File: src/hw/rtl/fdms_pkg.sv
`timescale 1ns / 1ps
`default_nettype none

package fdms_pkg;

  // Queue depth default
  localparam int QUEUE_DEPTH_DEF = 16;

  // Configuration port widths
  localparam int CFG_INDEX_W = 8;
  localparam int CFG_DATA_W  = 16;

  // Register indexes
  localparam logic [CFG_INDEX_W-1:0] REG_DOOR_DELAY_MS   = 8'd0;
  localparam logic [CFG_INDEX_W-1:0] REG_ROTATION_TARGET = 8'd1;
  localparam logic [CFG_INDEX_W-1:0] REG_DOOR_DUTY       = 8'd2;
  localparam logic [CFG_INDEX_W-1:0] REG_FEEDER_DUTY     = 8'd3;

  // Register reset values
  localparam logic [15:0] DOOR_DELAY_RST   = 16'd1000;
  localparam logic [7:0]  ROT_TARGET_RST   = 8'd4;
  localparam logic [7:0]  DOOR_DUTY_RST    = 8'd128;
  localparam logic [7:0]  FEEDER_DUTY_RST  = 8'd128;

  // Door drive codes
  localparam logic [1:0] DOOR_STOP  = 2'd0;
  localparam logic [1:0] DOOR_OPEN  = 2'd1;
  localparam logic [1:0] DOOR_CLOSE = 2'd2;

  // Queued command codes
  typedef enum logic [1:0] {
    CMD_OPEN  = 2'd0,
    CMD_FEED  = 2'd1,
    CMD_CLOSE = 2'd2
  } cmd_t;

  // One millisecond tick
  typedef struct packed {
    logic door_sensor;
    logic feeder_sensor;
    logic toggle;
  } tick_t;

  // One result item
  typedef struct packed {
    logic [1:0] door_drive;
    logic       feeder_drive;
    logic [7:0] door_pwm;
    logic [7:0] feeder_pwm;
    logic [2:0] mode;
    logic       toggle_dropped;
  } result_t;

  // Configuration write
  typedef struct packed {
    logic [CFG_INDEX_W-1:0] index;
    logic [CFG_DATA_W-1:0]  data;
  } cfg_wr_t;

endpackage

`default_nettype wire

File: src/hw/rtl/fdms_if.sv
`timescale 1ns / 1ps
`default_nettype none

// Tick input channel
interface fdms_tick_if;
  import fdms_pkg::*;
  logic  valid;
  logic  ready;
  tick_t data;
  modport source (output valid, output data, input ready);
  modport sink   (input valid, input data, output ready);
endinterface

// Result output channel
interface fdms_result_if;
  import fdms_pkg::*;
  logic    valid;
  logic    ready;
  result_t data;
  modport source (output valid, output data, input ready);
  modport sink   (input valid, input data, output ready);
endinterface

// Configuration write channel
interface fdms_cfg_if;
  import fdms_pkg::*;
  logic    valid;
  logic    ready;
  cfg_wr_t data;
  modport source (output valid, output data, input ready);
  modport sink   (input valid, input data, output ready);
endinterface

`default_nettype wire

File: src/hw/rtl/feeder_door_motor_sequencer.sv
`timescale 1ns / 1ps
`default_nettype none

// Channel   Dir  Payload                                  Transfer
// tick      in   door_sensor, feeder_sensor, toggle       valid & ready
// result    out  drives, pwm duties, mode, toggle_dropped valid & ready
// cfg       in   index (8b), data (16b)                   valid & ready, ready always 1
//
// One tick per clock while no result stalls; the result sits in the output register
// the cycle after the tick transfer. The state update is a single register stage.
// Synchronous active-high reset returns to init mode with registers at defaults.
// A stalled result holds tick.ready low until it is taken, or taken the same cycle.
// Toggles always enqueue open, feed, close in that order, so the queue is held
// as a fill count plus a three-phase pointer to the command at its head.
module feeder_door_motor_sequencer
  import fdms_pkg::*;
#(
  parameter int QUEUE_DEPTH = QUEUE_DEPTH_DEF
) (
  input  wire            clk,
  input  wire            rst,
  fdms_tick_if.sink      tick,
  fdms_result_if.source  result,
  fdms_cfg_if.sink       cfg
);

  localparam int CW = $clog2(QUEUE_DEPTH + 1);
  localparam logic [CW:0] DEPTH_W = (CW + 1)'(QUEUE_DEPTH);

  typedef enum logic [2:0] {
    M_INIT  = 3'd0,
    M_IDLE  = 3'd1,
    M_OPEN  = 3'd2,
    M_CLOSE = 3'd3,
    M_FEED  = 3'd4
  } mode_t;

  // Configuration registers
  logic [15:0] door_delay_ms;
  logic [7:0]  rotation_target;
  logic [7:0]  door_duty;
  logic [7:0]  feeder_duty;

  // Sequencer state
  logic [2:0]    mode_reg, mode_reg_next;
  logic [15:0]   elapsed_ms, elapsed_ms_next;
  logic          last_feeder_level, last_feeder_level_next;
  logic [7:0]    rotation_count, rotation_count_next;
  logic [CW-1:0] fifo_count, fifo_count_next;
  cmd_t          head_cmd, head_cmd_next;
  logic          door_pwm_started, door_pwm_started_next;
  logic          feeder_pwm_started, feeder_pwm_started_next;
  logic          dropped;

  logic [CW:0]   count_plus3;
  logic [CW-1:0] count_pushed;
  logic [15:0]   elapsed_inc;
  logic [7:0]    rot_inc;

  logic   tick_xfer;
  logic   out_valid;
  result_t out_data;

  assign tick.ready   = !out_valid || result.ready;
  assign tick_xfer    = tick.valid && tick.ready;
  assign cfg.ready    = 1'b1;
  assign result.valid = out_valid;
  assign result.data  = out_data;

  // Configuration writes
  always_ff @(posedge clk) begin
    if (rst) begin
      door_delay_ms   <= DOOR_DELAY_RST;
      rotation_target <= ROT_TARGET_RST;
      door_duty       <= DOOR_DUTY_RST;
      feeder_duty     <= FEEDER_DUTY_RST;
    end else if (cfg.valid) begin
      case (cfg.data.index)
        REG_DOOR_DELAY_MS:   door_delay_ms   <= cfg.data.data;
        REG_ROTATION_TARGET: rotation_target <= cfg.data.data[7:0];
        REG_DOOR_DUTY:       door_duty       <= cfg.data.data[7:0];
        REG_FEEDER_DUTY:     feeder_duty     <= cfg.data.data[7:0];
        default: ;
      endcase
    end
  end

  // Step logic for one tick
  always_comb begin
    mode_reg_next           = mode_reg;
    elapsed_ms_next         = elapsed_ms;
    last_feeder_level_next  = last_feeder_level;
    rotation_count_next     = rotation_count;
    head_cmd_next           = head_cmd;
    door_pwm_started_next   = door_pwm_started;
    feeder_pwm_started_next = feeder_pwm_started;
    dropped                 = 1'b0;

    // queue the triple ahead of the step when there is room
    count_plus3  = {1'b0, fifo_count} + (CW + 1)'(3);
    count_pushed = fifo_count;
    if (tick.data.toggle) begin
      if (count_plus3 <= DEPTH_W) begin
        count_pushed = count_plus3[CW-1:0];
      end else begin
        dropped = 1'b1;
      end
    end
    fifo_count_next = count_pushed;

    elapsed_inc = (elapsed_ms == 16'hFFFF) ? elapsed_ms : elapsed_ms + 16'd1;
    rot_inc     = (rotation_count == 8'hFF) ? rotation_count : rotation_count + 8'd1;

    case (mode_reg)
      M_IDLE: begin
        if (count_pushed != '0) begin
          fifo_count_next = count_pushed - CW'(1);
          case (head_cmd)
            CMD_OPEN, CMD_CLOSE: begin
              elapsed_ms_next       = '0;
              door_pwm_started_next = 1'b1;
              mode_reg_next         = (head_cmd == CMD_OPEN) ? M_OPEN : M_CLOSE;
            end
            CMD_FEED: begin
              last_feeder_level_next  = tick.data.feeder_sensor;
              rotation_count_next     = '0;
              feeder_pwm_started_next = 1'b1;
              mode_reg_next           = M_FEED;
            end
            default: mode_reg_next = M_IDLE;
          endcase
          case (head_cmd)
            CMD_OPEN: head_cmd_next = CMD_FEED;
            CMD_FEED: head_cmd_next = CMD_CLOSE;
            default:  head_cmd_next = CMD_OPEN;
          endcase
        end
      end
      M_OPEN, M_CLOSE: begin
        elapsed_ms_next = elapsed_inc;
        if (elapsed_inc > door_delay_ms && tick.data.door_sensor) begin
          mode_reg_next = M_IDLE;
        end
      end
      M_FEED: begin
        if (tick.data.feeder_sensor != last_feeder_level) begin
          rotation_count_next    = rot_inc;
          last_feeder_level_next = tick.data.feeder_sensor;
        end
        if (rotation_count_next >= rotation_target) begin
          mode_reg_next = M_IDLE;
        end
      end
      default: mode_reg_next = M_IDLE;
    endcase
  end

  // State and result register
  always_ff @(posedge clk) begin
    if (rst) begin
      mode_reg           <= M_INIT;
      elapsed_ms         <= '0;
      last_feeder_level  <= 1'b0;
      rotation_count     <= '0;
      fifo_count         <= '0;
      head_cmd           <= CMD_OPEN;
      door_pwm_started   <= 1'b0;
      feeder_pwm_started <= 1'b0;
      out_valid          <= 1'b0;
    end else begin
      // result stays valid until taken, reloads on a tick transfer
      out_valid <= tick_xfer || (out_valid && !result.ready);
      if (tick_xfer) begin
        mode_reg           <= mode_reg_next;
        elapsed_ms         <= elapsed_ms_next;
        last_feeder_level  <= last_feeder_level_next;
        rotation_count     <= rotation_count_next;
        fifo_count         <= fifo_count_next;
        head_cmd           <= head_cmd_next;
        door_pwm_started   <= door_pwm_started_next;
        feeder_pwm_started <= feeder_pwm_started_next;
      end
    end
  end

  // Result payload
  always_ff @(posedge clk) begin
    if (tick_xfer) begin
      case (mode_reg_next)
        M_OPEN:  out_data.door_drive <= DOOR_OPEN;
        M_CLOSE: out_data.door_drive <= DOOR_CLOSE;
        default: out_data.door_drive <= DOOR_STOP;
      endcase
      out_data.feeder_drive   <= (mode_reg_next == M_FEED);
      out_data.door_pwm       <= door_pwm_started_next ? door_duty : 8'd0;
      out_data.feeder_pwm     <= feeder_pwm_started_next ? feeder_duty : 8'd0;
      out_data.mode           <= mode_reg_next;
      out_data.toggle_dropped <= dropped;
    end
  end

endmodule

`default_nettype wire
File: src/flat_wrapper.sv
// flat-port wrapper written by rule: the top's interface ports become plain ports
module feeder_door_motor_sequencer_flat import fdms_pkg::*;
#(
  parameter int QUEUE_DEPTH = QUEUE_DEPTH_DEF
)
  (clk, rst, tick_valid, tick_data, tick_ready, result_valid, result_data, result_ready, cfg_valid, cfg_data, cfg_ready);
  fdms_tick_if tick_i ();
  fdms_result_if result_i ();
  fdms_cfg_if cfg_i ();
  input  wire clk;
  input  wire rst;
  input wire logic [$bits(tick_i.valid)-1:0] tick_valid;
  input wire logic [$bits(tick_i.data)-1:0] tick_data;
  output wire logic [$bits(tick_i.ready)-1:0] tick_ready;
  output wire logic [$bits(result_i.valid)-1:0] result_valid;
  output wire logic [$bits(result_i.data)-1:0] result_data;
  input wire logic [$bits(result_i.ready)-1:0] result_ready;
  input wire logic [$bits(cfg_i.valid)-1:0] cfg_valid;
  input wire logic [$bits(cfg_i.data)-1:0] cfg_data;
  output wire logic [$bits(cfg_i.ready)-1:0] cfg_ready;
  assign tick_i.valid = tick_valid;
  assign tick_i.data = tick_data;
  assign tick_ready = tick_i.ready;
  assign result_valid = result_i.valid;
  assign result_data = result_i.data;
  assign result_i.ready = result_ready;
  assign cfg_i.valid = cfg_valid;
  assign cfg_i.data = cfg_data;
  assign cfg_ready = cfg_i.ready;
  feeder_door_motor_sequencer #(.QUEUE_DEPTH(QUEUE_DEPTH)) u_core (.clk(clk), .rst(rst), .tick(tick_i), .result(result_i), .cfg(cfg_i));
endmodule
File: config.mk
export PLATFORM = sky130hd
export DESIGN_NAME = feeder_door_motor_sequencer_flat
export DESIGN_NICKNAME = d
export VERILOG_FILES = /design/src/hw/rtl/fdms_pkg.sv /design/src/hw/rtl/fdms_if.sv /design/src/hw/rtl/feeder_door_motor_sequencer.sv /design/src/flat_wrapper.sv
export SDC_FILE = /design/constraint.sdc
export NUM_CORES = 1
export LEC_CHECK = 0
export BUFFER_PORTS_ARGS = -buffer_cell sky130_fd_sc_hd__buf_2
export CELL_PAD_IN_SITES_DETAIL_PLACEMENT = 1
export CELL_PAD_IN_SITES_GLOBAL_PLACEMENT = 1
export CORE_MARGIN = 2
export CORE_UTILIZATION = 30
export DETAILED_ROUTE_END_ITERATION = 6
export PLACE_DENSITY = 0.62
export SLEW_MARGIN = 20
export SYNTH_ARGS = -nofsm -noshare
export SYNTH_HDL_FRONTEND = slang
export SYNTH_SLANG_ARGS = --single-unit
File: constraint.sdc
create_clock -name clk -period 4.3 [get_ports clk]
set_clock_uncertainty 0.05 [all_clocks]
set_input_delay 0.86 -clock clk [delete_from_list [all_inputs] [get_ports clk]]
set_output_delay 0.86 -clock clk [all_outputs]
set_load 0.01 [all_outputs]
Word level (Yosys, flattened, before mapping)

Index checks and enable logic that the tools add are counted.

Memory bits (writable): 0
Bits in read-only memories: 0
Latch bits: 0
Memories: 0
Register bits after elaboration: 101

Bitwise logic cells: 0
Reduce and logical (&&, ||, !) cells: 22
Multipliers: 0
Eq/ne operators: 19
Add/subtract/negate cells: 4
Shifts and indexed selects: 0
Divide/modulo/power cells: 0
$lt $le $gt $ge: 3
Multiplexer cells: 33

Operators by type and width:

| operator                                                                         | number |
|---|---|
| 16-bit 2-to-1 mux                                                                | 3 |
| 8-bit 2-to-1 mux                                                                 | 5 |
| 16-bit one-hot mux with 2 select lines                                           | 1 |
| 5-bit 2-to-1 mux                                                                 | 4 |
| 16-bit by 1-bit adder with 16-bit output, second input constant                  | 1 |
| 16-bit equality test, second input constant                                      | 1 |
| 8-bit by 2-bit equality test with 1-bit output, second input constant            | 2 |
| 16-bit greater-than comparator                                                   | 1 |
| 8-bit one-hot mux with 2 select lines                                            | 1 |
| 3-bit by 2-bit equality test with 1-bit output, second input constant            | 4 |
| 1-bit 2-to-1 mux                                                                 | 11 |
| 3-bit 2-to-1 mux                                                                 | 3 |
| 3-bit one-hot mux with 3 select lines                                            | 1 |
| 8-bit by 1-bit adder with 8-bit output, second input constant                    | 1 |
| 8-bit by 1-bit equality test with 1-bit output, second input constant            | 1 |
| 8-bit equality test, second input constant                                       | 1 |
| 8-bit greater-or-equal comparator                                                | 1 |
| 8-bit logical NOT                                                                | 1 |
| 2-bit one-hot mux with 2 select lines                                            | 2 |
| 2-bit AND reduction                                                              | 4 |
| 4-bit AND reduction                                                              | 2 |
| 5-bit by 2-bit adder with 6-bit output, second input constant                    | 1 |
| 3-bit equality test, second input constant                                       | 2 |
| 6-bit by 5-bit less-or-equal comparator with 1-bit output, second input constant | 1 |
| other kinds (18)                                                                 | 26 |

Longest topological paths before layout

Gate-level depths: netlist (run 1).

Depth in word-level cells: 9
Depth in mapped cells: 13
Depth with buffers taken out: 12

Worst setup path after synthesis (run 1)

No wires, ideal clock.

Kind: register to register
Start point: reg u_core.fifo_count[0]
End point: reg u_core.out_data, in the netlist u_core.result.data[10] (data pin)
Required time: 3.995 ns
Arrival time: 3.291 ns
Path buffers: 1
Setup time: 0.255 ns
Setup slack: 0.704 ns
Cell stages (with the launch flop): 14
Clock period less this slack: 3.596 ns
Cells stage by stage: dfxtp_1 > inv_1 > ha_1 > nor2b_1 > o22ai_1 > o311ai_1 > nor2_1 > nor2_1 > ha_1 > o21ai_0 > a2111oi_4 > clkbuf_1 > o21ai_1 > and2_1

Cells in the longest elaborated chain, start to end: 7

RTL lines:

| element                                                   | line                               | RTL |
|---|---|---|
| start, declared                                           | feeder_door_motor_sequencer.sv:49  | `logic [CW-1:0] fifo_count, fifo_count_next;` |
| start signal, assigned                                    | feeder_door_motor_sequencer.sv:178 | `fifo_count <= fifo_count_next;` |
| 5-bit by 2-bit adder with 6-bit output                    | feeder_door_motor_sequencer.sv:100 | `count_plus3 = {1'b0, fifo_count} + (CW + 1)'(3);` |
| 6-bit by 5-bit less-or-equal comparator with 1-bit output | feeder_door_motor_sequencer.sv:103 | `if (count_plus3 <= DEPTH_W) begin` |
| 5-bit 2-to-1 mux                                          | feeder_door_motor_sequencer.sv:103 |  |
| 5-bit 2-to-1 mux (*)                                      | feeder_door_motor_sequencer.sv:102 | `if (tick.data.toggle) begin` |
| 5-bit nonzero test (*)                                    | feeder_door_motor_sequencer.sv:116 | `if (count_pushed != '0) begin` |
| 1-bit 2-to-1 mux (*)                                      | feeder_door_motor_sequencer.sv:116 |  |
| 1-bit 2-to-1 mux (*)                                      | feeder_door_motor_sequencer.sv:114 | `case (mode_reg)` |
| end, declared                                             | feeder_door_motor_sequencer.sv:62  | `result_t out_data;` |

Every way passes the cells marked *; elsewhere a longest branch is shown, timed or not.
A chain may end at the register's enable or synchronous reset.

Final worst setup path (run 1)

Start point: reg u_core.elapsed_ms[6]
End point: reg u_core.out_data, in the netlist u_core.result.data[22] (data pin)

Cells in the longest elaborated chain, start to end: 8
Elaborated cells between the ends (all ways): 10
Those cells by class: add/sub: 1; order compare: 1; eq/ne: 3; mux: 4; reduce/logical: 1

RTL lines:

| element                                                                                 | line                               | RTL |
|---|---|---|
| start, declared                                                                         | feeder_door_motor_sequencer.sv:46  | `logic [15:0] elapsed_ms, elapsed_ms_next;` |
| start signal, assigned                                                                  | feeder_door_motor_sequencer.sv:175 | `elapsed_ms <= elapsed_ms_next;` |
| 16-bit by 1-bit adder with 16-bit output / 16-bit equality test (equally long branches) | feeder_door_motor_sequencer.sv:111 | `elapsed_inc = (elapsed_ms == 16'hFFFF) ? elapsed_ms : elapsed_ms + 16'd1;` |
| 16-bit 2-to-1 mux (*)                                                                   | feeder_door_motor_sequencer.sv:111 |  |
| 16-bit greater-than comparator (*)                                                      | feeder_door_motor_sequencer.sv:141 | `if (elapsed_inc > door_delay_ms && tick.data.door_sensor) begin` |
| 1-bit logical AND (*)                                                                   | feeder_door_motor_sequencer.sv:141 |  |
| 3-bit 2-to-1 mux (*)                                                                    | feeder_door_motor_sequencer.sv:141 |  |
| 3-bit one-hot mux with 3 select lines (*)                                               | feeder_door_motor_sequencer.sv:114 |  |
| 3-bit by 2-bit equality test with 1-bit output                                          | feeder_door_motor_sequencer.sv:189 | `case (mode_reg_next)` |
| 2-bit one-hot mux with 2 select lines (*)                                               | feeder_door_motor_sequencer.sv:189 |  |

Marks and branches as above.

==> results by group, run 1 <==
Run status
  – Status: complete, no violations

Global route
  – Largest net degree at the start of global routing: between 50 and 60
  – Vias in the first global route: 4804
  – Initial antenna violation count: 0
  – Total grt overflow: 0
  – GRT Total Usage: 15.44%
  – First-pass GRT wire length: 24250 um

Routing
  – # DRC: 0
  – Initial detailed-routing violation count: 192
  – Routed length per instance: 16.38 um
  – Post-route ant nets: 0
  – Vias per Instance: between 5 and 6
  – WL final: 14760 um
  – Pre-antenna DRT Iters: 4
  – Total number of vias: 4593

Job
  – Max-capacitance violation count: 0

Worst setup path
  – WS Path Type: flop to flop
  – Flop2flop setup slack: between 300 and 400 ps
  – Worst path max stage delay: 540 ps
  – Worst EP required: 4320 ps
  – RR Endpoint: u_core.result.data[22]
  – CP Max Fanout: 8
  – Crit end category: flop
  – Crit path cell chain: and4_1, nand4_1, o21bai_1, nor3_1, xnor2_1, ha_1, nand4_1, o41ai_1, nor3_1, o31a_1, o31ai_1, a32oi_1
  – Reg2Reg Depth: 12
  – FF-to-FF Start: u_core.elapsed_ms[6]
  – Arr. time, crit path: 3990 ps
  – Slowest library cell on the worst path: o21bai_1
  – Critical Path Start Type: flop

Synth
  – Mapped cell area: 5568 sq um
  – Share of the synthesized area in the top cell type: approximately 28%
  – Synthesized instance count: 614
  – Compound-Gate Fraction of Synth Area: 14.52%
  – Commonest cells in the netlist: dfxtp_1, nand2_1, nor2_1
  – Mapped Nets: 675
  – Most used flip-flop cell after synthesis: dfxtp_1
  – Sequential share of the synthesized area: 40.45%
  – Post-Syn Area per Cell: 9.068 sq um
  – Adder-cell area share of the yosys netlist: 6.517%
  – Async S/R FF share, synth: 0%
  – Largest family of logic cells by synthesized area: simple AND/OR/NAND/NOR gates
  – Synth cell types: 66
  – Synth warnings: 0
  – Largest area contributor in the netlist: dfxtp_1
  – Post-synthesis mux area share: approximately a tenth
  – Count leader, synth: dfxtp_1
  – FF+latch count, synth: 101
  – Top cells by area, synth: dfxtp_1, edfxtp_1, mux2i_1
  – XOR/XNOR share of the synthesized area: 3.146%
  – Synth Area in Simple Gates: 20.45%
  – Post-synth EDFFs: 23

Pwr
  – VDD IR max: 0.1827 mV
  – Power per cell area: about 350 nW/um^2
  – Final Power: 2.250 mW
  – Leak pwr: 2.566 nW

STA
  – Slew margin rel.: between 50% and 60%
  – RSZ-0062 raised after global routing: no
  – Tmin final: 3973 ps
  – Slew @ Worst Pin: slightly below 700 ps
  – Fin. Hold Viols: 0
  – Worst setup margin: roughly 330 ps
  – # setup viols final: 0
  – Crit share post-route: 92.41%
  – Post-route setup TNS: 0 ps
  – Final Max Slew Viols: 0
  – Fin Hold WS: 403.9 ps
  – Fmax: 251.7 MHz

Final layout
  – Antenna Cells: 0
  – Share of layout cells above drive strength 1: between 10% and 20%
  – Final Util: approximately 36%
  – Final cell count without fillers: 901
  – P&R area growth vs syn: 15.53%
  – Multi-input logic area: between 3000 and 4000 sq um
  – Layout Nets: 728
  – Largest register FFs: 23
  – Seq. cell area: between 2000 and 2500 sq um
  – FILL cells: 2107
  – Design area: between 6000 and 7000 sq um

CTS
  – Clock transition at the registers of the reported paths: 70 ps
  – Clock sink total: 101
  – Root buf cell: clkbuf_16
  – Hold_buf cts: 0
  – CTS H-Tree Depth: 3
  – Total CTS buffers: 9
  – Worst skew pair latency: 350 ps
  – CTS tree: done
  – Max clock buf depth: 2

Die
  – Core area: between 15000 and 20000 sq um
  – Initial Util: 30.79%
  – IO Count: slightly below 60
  – Die height: around 140 um
  – Row Count: 49
  – Die ar.: 19670 sq um
  – Die Width: 140.2 um

Place
  – Setup slack after placement: 117.3 ps
  – GPL Wtd Cong: 0.7552
  – Placed cells: 885
  – Detailed Place HPWL: around 11000 um
  – Post-DP Area: 6121 sq um
  – PortBufs: 56

Hold path
  – Worst Hold Class: flop to flop
  – Hold Crit Endpoint: u_core.feeder_pwm_started
  – WHS Path Cells: 2
  – Worst hold start: u_core.feeder_pwm_started
[worst max path at each step]
stage | from | end | slack, ps
floorplan | u_core.fifo_count[0] | u_core.result.data[10] | 700
global placement | u_core.fifo_count[0] | u_core.result.data[7] | 330
detailed placement | u_core.fifo_count[0] | u_core.result.data[4] | 120
CTS | u_core.fifo_count[0] | u_core.result.data[4] | 80
global route | u_core.fifo_count[0] | u_core.result.data[9] | 40
finish | u_core.elapsed_ms[6] | u_core.result.data[22] | 330
[cells in the final DEF, fill, tap and decap left out, drive strengths merged, types with 8 or more instances in the layout]
master	count
a21oi	26
nand3	14
clkbuf	9
o21ai	18
nand4	11
nor2b	15
inv	43
dfxtp	78
and2	13
xnor2	17
o211ai	8
ha	29
nand2	72
buf	67
mux2i	50
nor3	15
edfxtp	23
nor2	53
[kinds of logic (layout without fill, tap and decap cells)]
family,count (synthesis),count (layout)
other,1,1
adders and majority gates,29,29
buffers and inverters,67,125
DFF,101,101
xor gates and xnor gates,20,20
and+or+nand+nor,232,232
AOI/OAI and AO/OA,108,108
muxes,56,56
[what timing repair did]
item                                    CTS  global route
resized for setup                         0             1
buffers inserted                          0             0
endpoints found under the setup margin    0            25
[final cells by class]
cell class,count,share of cell area [%]
Multi-Input combinational cell,446,47.71
Sequential cell,101,35.01
Timing Repair Buffer,67,5.641
Tap cell,229,4.454
Clock buffer,9,3.501
Inverter,42,2.451
Clock inverter,7,1.225
[critical path, delay by kind of cell, from the launching register on]
family / cells / cell delay (ps)
compound gates: 5 / 1660
fa+ha+maj: 1 / 310
simple gates: 5 / 1020
xor+xnor: 1 / 180
flops: 1 / 460
[metal layers]
layer | vias to the layer above | share of wire, % | wire length (um) | GRT usage [%]
met5 | - | 0 | 0 | 0
met4 | 0 | 1.2 | 180 | 4.306
met3 | 13 | 2.5 | 363 | 3.077
met2 | 45 | 51 | 7514 | 28.17
met1 | 2233 | 45 | 6696 | 18.40
li1 | 2302 | - | - | -
[power breakdown]
group          switching, mW  internal [mW]  total, mW
Sequential            0.0419           1.00       1.04
Clock                  0.382          0.459      0.841
Combinational          0.232          0.132      0.364
Total                  0.656           1.59       2.25
Note: power is estimated with default switching activity, not from simulation.
==> inputs of run 2 (changes only) <==
--- a/config.mk
+++ b/config.mk
@@ -11,7 +11,7 @@
 export CORE_MARGIN = 2
 export CORE_UTILIZATION = 30
 export DETAILED_ROUTE_END_ITERATION = 6
-export PLACE_DENSITY = 0.62
+export PLACE_DENSITY_LB_ADDON = 0.05
 export SLEW_MARGIN = 20
 export SYNTH_ARGS = -nofsm -noshare
 export SYNTH_HDL_FRONTEND = slang
==> run 2 against run 1 <==
Net effect:
- first-iteration DRC count is 14% lower
- highest routed layer unchanged
- non-clock buffer count increased by 1
- power is 1.3% lower
- critical path depth unchanged
==> results by group, run 2 (synthesized netlist as in run 1, its figures left out) <==
Run status
  – Status: complete, no violations

Final layout
  – Largest register FFs: 23 (unchanged)
  – Design area: 6417 sq um (-0.23%)
  – Seq. cell area: 2252 sq um (unchanged)
  – Multi-input logic area: 3069 sq um (unchanged)
  – Most frequent cells in the layout: dfxtp_1, nand2_1, buf_2, nor2_1, mux2i_1
  – FILL cells: 2098 (-0.43%)
  – Layout Nets: 729 (+0.14%)
  – Final Util: 35.48% (-0.083 points)
  – P&R area growth vs syn: 15.26%
  – Commonest non-fill, non-tap cell in the layout: dfxtp_1
  – Antenna Cells: 0 (unchanged)
  – Share of layout cells above drive strength 1: 15.75% (+0.27 points)

Routing
  – DR WL met2: 7362 um (-2.0%)
  – DR WL met3: 382 um (+5.2%)
  – # DRC: 0 (unchanged)
  – Post-route ant nets: 0 (unchanged)
  – Total number of vias: 4627 (+0.74%)
  – Pre-antenna DRT Iters: 4 (unchanged)
  – Vias per Instance: 5.130 (+0.63%)
  – WL final: 15660 um (+6.1%)
  – Post-Route M1 WL: 7783 um (+16%)
  – Routed length per instance: 17.36 um (+6.0%)
  – Initial detailed-routing violation count: 165 (-14%)
  – Highest routed layer: met4

Global route
  – Total grt overflow: 0 (unchanged)
  – First-pass GRT wire length: 25590 um (+5.5%)
  – Initial antenna violation count: 0 (unchanged)
  – GRT Total Usage: 16.36% (+0.92 points)
  – Vias in the first global route: 4861 (+1.2%)
  – Largest net degree at the start of global routing: 36 (-38%)

Place
  – GPL Wtd Cong: 0.7538 (-0.19%)
  – PortBufs: 56 (unchanged)
  – Detailed Place HPWL: 11610 um (+8.3%)
  – Post-DP Area: 6128 sq um (+0.12%)

STA
  – Slew margin rel.: 46.81% (-7.4 points)
  – Crit share post-route: 92.31% (-0.094 points)
  – Fin. Hold Viols: 0 (unchanged)
  – RSZ-0062 raised after global routing: no
  – Slew @ Worst Pin: 791.7 ps (+106.3 ps)
  – Post-route setup TNS: 0 ps (unchanged)
  – # setup viols final: 0 (unchanged)
  – Tmin final: 3969 ps (-4.054 ps)
  – Fmax: 251.9 MHz (+0.10%)
  – Fin Hold WS: 407.9 ps (+4.019 ps)
  – Final Max Slew Viols: 0 (unchanged)

CTS
  – Post-CTS Resized: 0 (unchanged)
  – Root buf cell: clkbuf_16
  – Max clock buf depth: 2 (unchanged)
  – Clock sink total: 101 (unchanged)
  – Total CTS buffers: 9 (unchanged)
  – CTS tree: done
  – Worst skew pair latency: 350 ps (about the same)
  – Hold_buf cts: 0 (unchanged)
  – Post CTS Setup Buffer Count: 0 (unchanged)
  – Clock transition at the registers of the reported paths: 70 ps (about the same)
  – CTS H-Tree Depth: 3 (unchanged)

Worst setup path
  – Arr. time, crit path: 3990 ps (about the same)
  – Worst EP required: 4320 ps (about the same)
  – Top delay family on crit path: simple AND/OR/NAND/NOR gates
  – WS Path Type: flop to flop
  – FF-to-FF Start: u_core.elapsed_ms[0]
  – Critical Path Start: u_core.elapsed_ms[0]
  – Crit end category: flop
  – Slowest library cell on the worst path: or4_1
  – Crit path cell chain: ha_1, nand3_1, or4_1, nand4_1, xnor2_1, ha_1, nand4_1, o41ai_1, nor3_1, o31a_1, o31ai_1, a32oi_1
  – Critical path buffer and inverter count: 0 (unchanged)
  – Flop2flop setup slack: 330 ps (about the same)
  – Critical Path Start Type: flop
  – CP Max Fanout: 8 (unchanged)
  – Worst path max stage delay: 670 ps (+130 ps)

Hold path
  – Worst hold start: u_core.feeder_pwm_started
  – Worst Hold Class: flop to flop

Pwr
  – VDD IR max: 0.2477 mV (+36%)
  – Leak pwr: 2.567 nW (about the same)
  – Power per cell area: 345.9 nW/um^2 (-1.1%)
  – Final Power: 2.220 mW (-1.3%)

Die
  – Core area: 18090 sq um (unchanged)
  – Die ar.: 19670 sq um (unchanged)
  – Row Count: 49 (unchanged)
  – IO Count: 58 (unchanged)
  – Die Width: 140.2 um (unchanged)
  – Initial Util: 30.79% (unchanged)
  – Die height: 140.2 um (unchanged)

Job
  – Max-capacitance violation count: 0 (unchanged)
[run 2: cell count changes in the layout (fill, tap and decap cells not counted)]
cell        delta
clkinvlp_4     -1
clkinv_1       -1
clkinv_2       +2
buf_4          +1
bufinv_16      -1
clkinv_4       +1
[run 2: worst paths after layout]
| check | to | cells after the start |
|---|---|---|
| max reg2reg | u_core.result.data[22] | 12 |
| max | u_core.result.data[22] | 12 |
| min | u_core.feeder_pwm_started | 2 |
| min reg2reg | u_core.feeder_pwm_started | 2 |
[run 2: metrics by stage]
step | setup WS (ps) | std cells
after global routing | 12.40 | 902
after global placement | 326.8 | 886
after CTS | 78.57 | 902
after floorplan | 704.4 | 614
after detailed placement | 76.19 | 886
final | 330.6 | 902
[run 2: power by group]
| part | switching [mW] | internal [mW] | leakage [nW] |
|---|---|---|---|
| Clock | 0.399 | 0.402 | 0.142 |
| Combinational | 0.245 | 0.135 | 1.56 |
| Sequential | 0.0361 | 1.00 | 0.862 |
| Total | 0.680 | 1.54 | 2.57 |
[run 2: cell type report]
| cell class | instances | share of cell area [%] |
|---|---|---|
| repair buffers | 68 | 5.771 |
| flip-flops and latches | 101 | 35.09 |
| multi-input cells | 446 | 47.83 |
| inverters | 42 | 2.457 |
| clock buffers | 9 | 3.509 |
| well taps | 229 | 4.465 |
| clock inverters | 7 | 0.8774 |
[run 2: per-layer routing]
layer / vias to the layer above / track usage (%)
met5: - / 0
met4: 0 / 4.040
met3: 9 / 2.188
met2: 55 / 27.99
met1: 2257 / 21.91
li1: 2306 / -
[run 2: worst min-delay path: stages (launching register included)]
cell,delay [ps]
dfxtp_1,300
inv_1,60
a21oi_1,50
==> inputs of run 3 (changes only) <==
--- a/config.mk
+++ b/config.mk
@@ -10,8 +10,10 @@
 export CELL_PAD_IN_SITES_GLOBAL_PLACEMENT = 1
 export CORE_MARGIN = 2
 export CORE_UTILIZATION = 30
+export CTS_BUF_LIST = sky130_fd_sc_hd__clkbuf_4 sky130_fd_sc_hd__clkbuf_8
 export DETAILED_ROUTE_END_ITERATION = 6
 export PLACE_DENSITY_LB_ADDON = 0.05
+export SKIP_CTS_REPAIR_TIMING = 1
 export SLEW_MARGIN = 20
 export SYNTH_ARGS = -nofsm -noshare
 export SYNTH_HDL_FRONTEND = slang
==> run 3 against run 2 <==
Net effect:
- register-to-register slack about the same
- via count decreased by 0.91%
- clock power decreased by 26%
- critical endpoint unchanged
- highest routed layer unchanged
==> results by group, run 3 (synthesized netlist as in run 1, its figures left out) <==
Run status
  – Status: complete, no violations

Job
  – Max-capacitance violation count: 0 (unchanged)

CTS
  – CTS tree: done
  – CTS H-Tree Depth: 3 (unchanged)
  – Total CTS buffers: 9 (unchanged)
  – Max clock buf depth: 2 (unchanged)
  – Clock sink total: 101 (unchanged)
  – Clock transition at the registers of the reported paths: 100 ps (+30 ps)
  – Worst skew pair latency: 390 ps (+40 ps)
  – Root buf cell: clkbuf_8

Final layout
  – P&R area growth vs syn: 13.44%
  – Design area: 6316 sq um (-1.6%)
  – Final Util: 34.92% (-0.56 points)
  – FILL cells: 2112 (+0.67%)
  – Layout Nets: 729 (unchanged)
  – Largest register FFs: 23 (unchanged)
  – Commonest non-fill, non-tap cell in the layout: dfxtp_1
  – Antenna Cells: 0 (unchanged)
  – Most frequent cells in the layout: dfxtp_1, nand2_1, buf_2, nor2_1, mux2i_1
  – Share of layout cells above drive strength 1: 15.75% (unchanged)

Place
  – PortBufs: 56 (unchanged)
  – Setup slack after placement: 76.19 ps (unchanged)
  – Post-DP Area: 6128 sq um (unchanged)
  – Detailed Place HPWL: 11610 um (unchanged)
  – GPL Wtd Cong: 0.7538 (unchanged)

Hold path
  – Worst Hold Class: flop to flop

STA
  – Crit share post-route: 92.40% (about the same)
  – Fmax: 251.7 MHz (about the same)
  – Fin Hold WS: 410.2 ps (+2.247 ps)
  – Fin. Hold Viols: 0 (unchanged)
  – Worst setup margin: 326.8 ps (-3.801 ps)
  – Tmin final: 3973 ps (+3.801 ps)
  – Slew margin rel.: 46.83% (about the same)
  – RSZ-0062 raised after global routing: no
  – # setup viols final: 0 (unchanged)
  – Post-route setup TNS: 0 ps (unchanged)
  – Slew @ Worst Pin: 791.4 ps (-0.2952 ps)
  – Final Max Slew Viols: 0 (unchanged)

Routing
  – Vias per Instance: 5.083 (-0.91%)
  – Initial detailed-routing violation count: 188 (+14%)
  – Pre-antenna DRT Iters: 4 (unchanged)
  – Routed length per instance: 17.33 um (-0.17%)
  – Total number of vias: 4585 (-0.91%)
  – # DRC: 0 (unchanged)
  – WL final: 15640 um (-0.17%)
  – Post-route ant nets: 0 (unchanged)

Die
  – Initial Util: 30.79% (unchanged)
  – Die height: 140.2 um (unchanged)
  – Core area: 18090 sq um (unchanged)
  – Row Count: 49 (unchanged)
  – Die Width: 140.2 um (unchanged)
  – Die ar.: 19670 sq um (unchanged)
  – IO Count: 58 (unchanged)

Worst setup path
  – Crit end category: flop
  – Worst EP required: 4370 ps (+50 ps)
  – CP Max Fanout: 8 (unchanged)
  – Critical Path Start Type: flop
  – WS Path Type: flop to flop
  – Arr. time, crit path: 4040 ps (+50 ps)

Global route
  – Met3 Use GR: 2.256% (+0.068 points)
  – Largest net degree at the start of global routing: 36 (unchanged)
  – Met1 Use GR: 21.86% (-0.042 points)
  – Total grt overflow: 0 (unchanged)
  – GRT Total Usage: 16.34% (-0.022 points)
  – First-pass GRT wire length: 25470 um (-0.43%)
  – Initial antenna violation count: 0 (unchanged)
  – Vias in the first global route: 4828 (-0.68%)
  – Met2 Usage GRT: 27.86% (-0.13 points)
  – GRT Max-Usage Layer: met2

Pwr
  – VDD IR max: 0.1558 mV (-37%)
  – Power per cell area: 319.1 nW/um^2 (-7.8%)
  – Leak pwr: 2.521 nW (-1.8%)
==> run 3: cell counts in the layout (fill, tap and decap cells not counted) <==
Identical to the previous run, type by type.
==> run 3: final timing paths <==
| path | from | slack, ps | depth (start not counted) | end |
|---|---|---|---|---|
| max | u_core.elapsed_ms[0] | 330 | 12 | u_core.result.data[22] |
| min | u_core.feeder_pwm_started | 410 | 2 | u_core.feeder_pwm_started |
| max reg2reg | u_core.elapsed_ms[0] | 330 | 12 | u_core.result.data[22] |
| min reg2reg | u_core.feeder_pwm_started | 410 | 2 | u_core.feeder_pwm_started |
==> run 3: where the power goes <==
part | switching, mW | total [mW] | internal, mW
sequential | 0.0361 | 1.04 | 1.00
combinational | 0.245 | 0.380 | 0.135
clock | 0.377 | 0.596 | 0.220
==> run 3: cell type report <==
type	count	area (sq um)	area share, %
tap	229	286.5	4.536
sequential	101	2252	35.66
clock inverter	7	56.30	0.8914
timing repair buffer	68	370.4	5.864
inverter	42	157.7	2.496
clock buffer	9	123.9	1.961
multi-input combinational	446	3069	48.59
==> run 3: per-stage QoR <==
stage / cells / total power [mW]
4_1_cts: 902 / 2.048
5_1_grt: 902 / 2.130
2_1_floorplan: 614 / 1.305
6_report: 902 / 2.016
3_3_place_gp: 886 / 1.433
3_5_place_dp: 886 / 1.444
==> run 3: worst max-delay path, stage by stage, from the launching register on <==
cell and delay, ps:
dfxtp_1 450, ha_1 270, nand3_1 270, or4_1 670
nand4_1 220, xnor2_1 130, ha_1 340, nand4_1 120
o41ai_1 450, nor3_1 120, o31a_1 160, o31ai_1 310
a32oi_1 150
==> run 3: metal layers <==
layer | vias up | wire (um)
li1 | 2304 | -
met1 | 2210 | 7802
met2 | 61 | 7287
met3 | 10 | 388
met4 | 0 | 156
met5 | - | 0
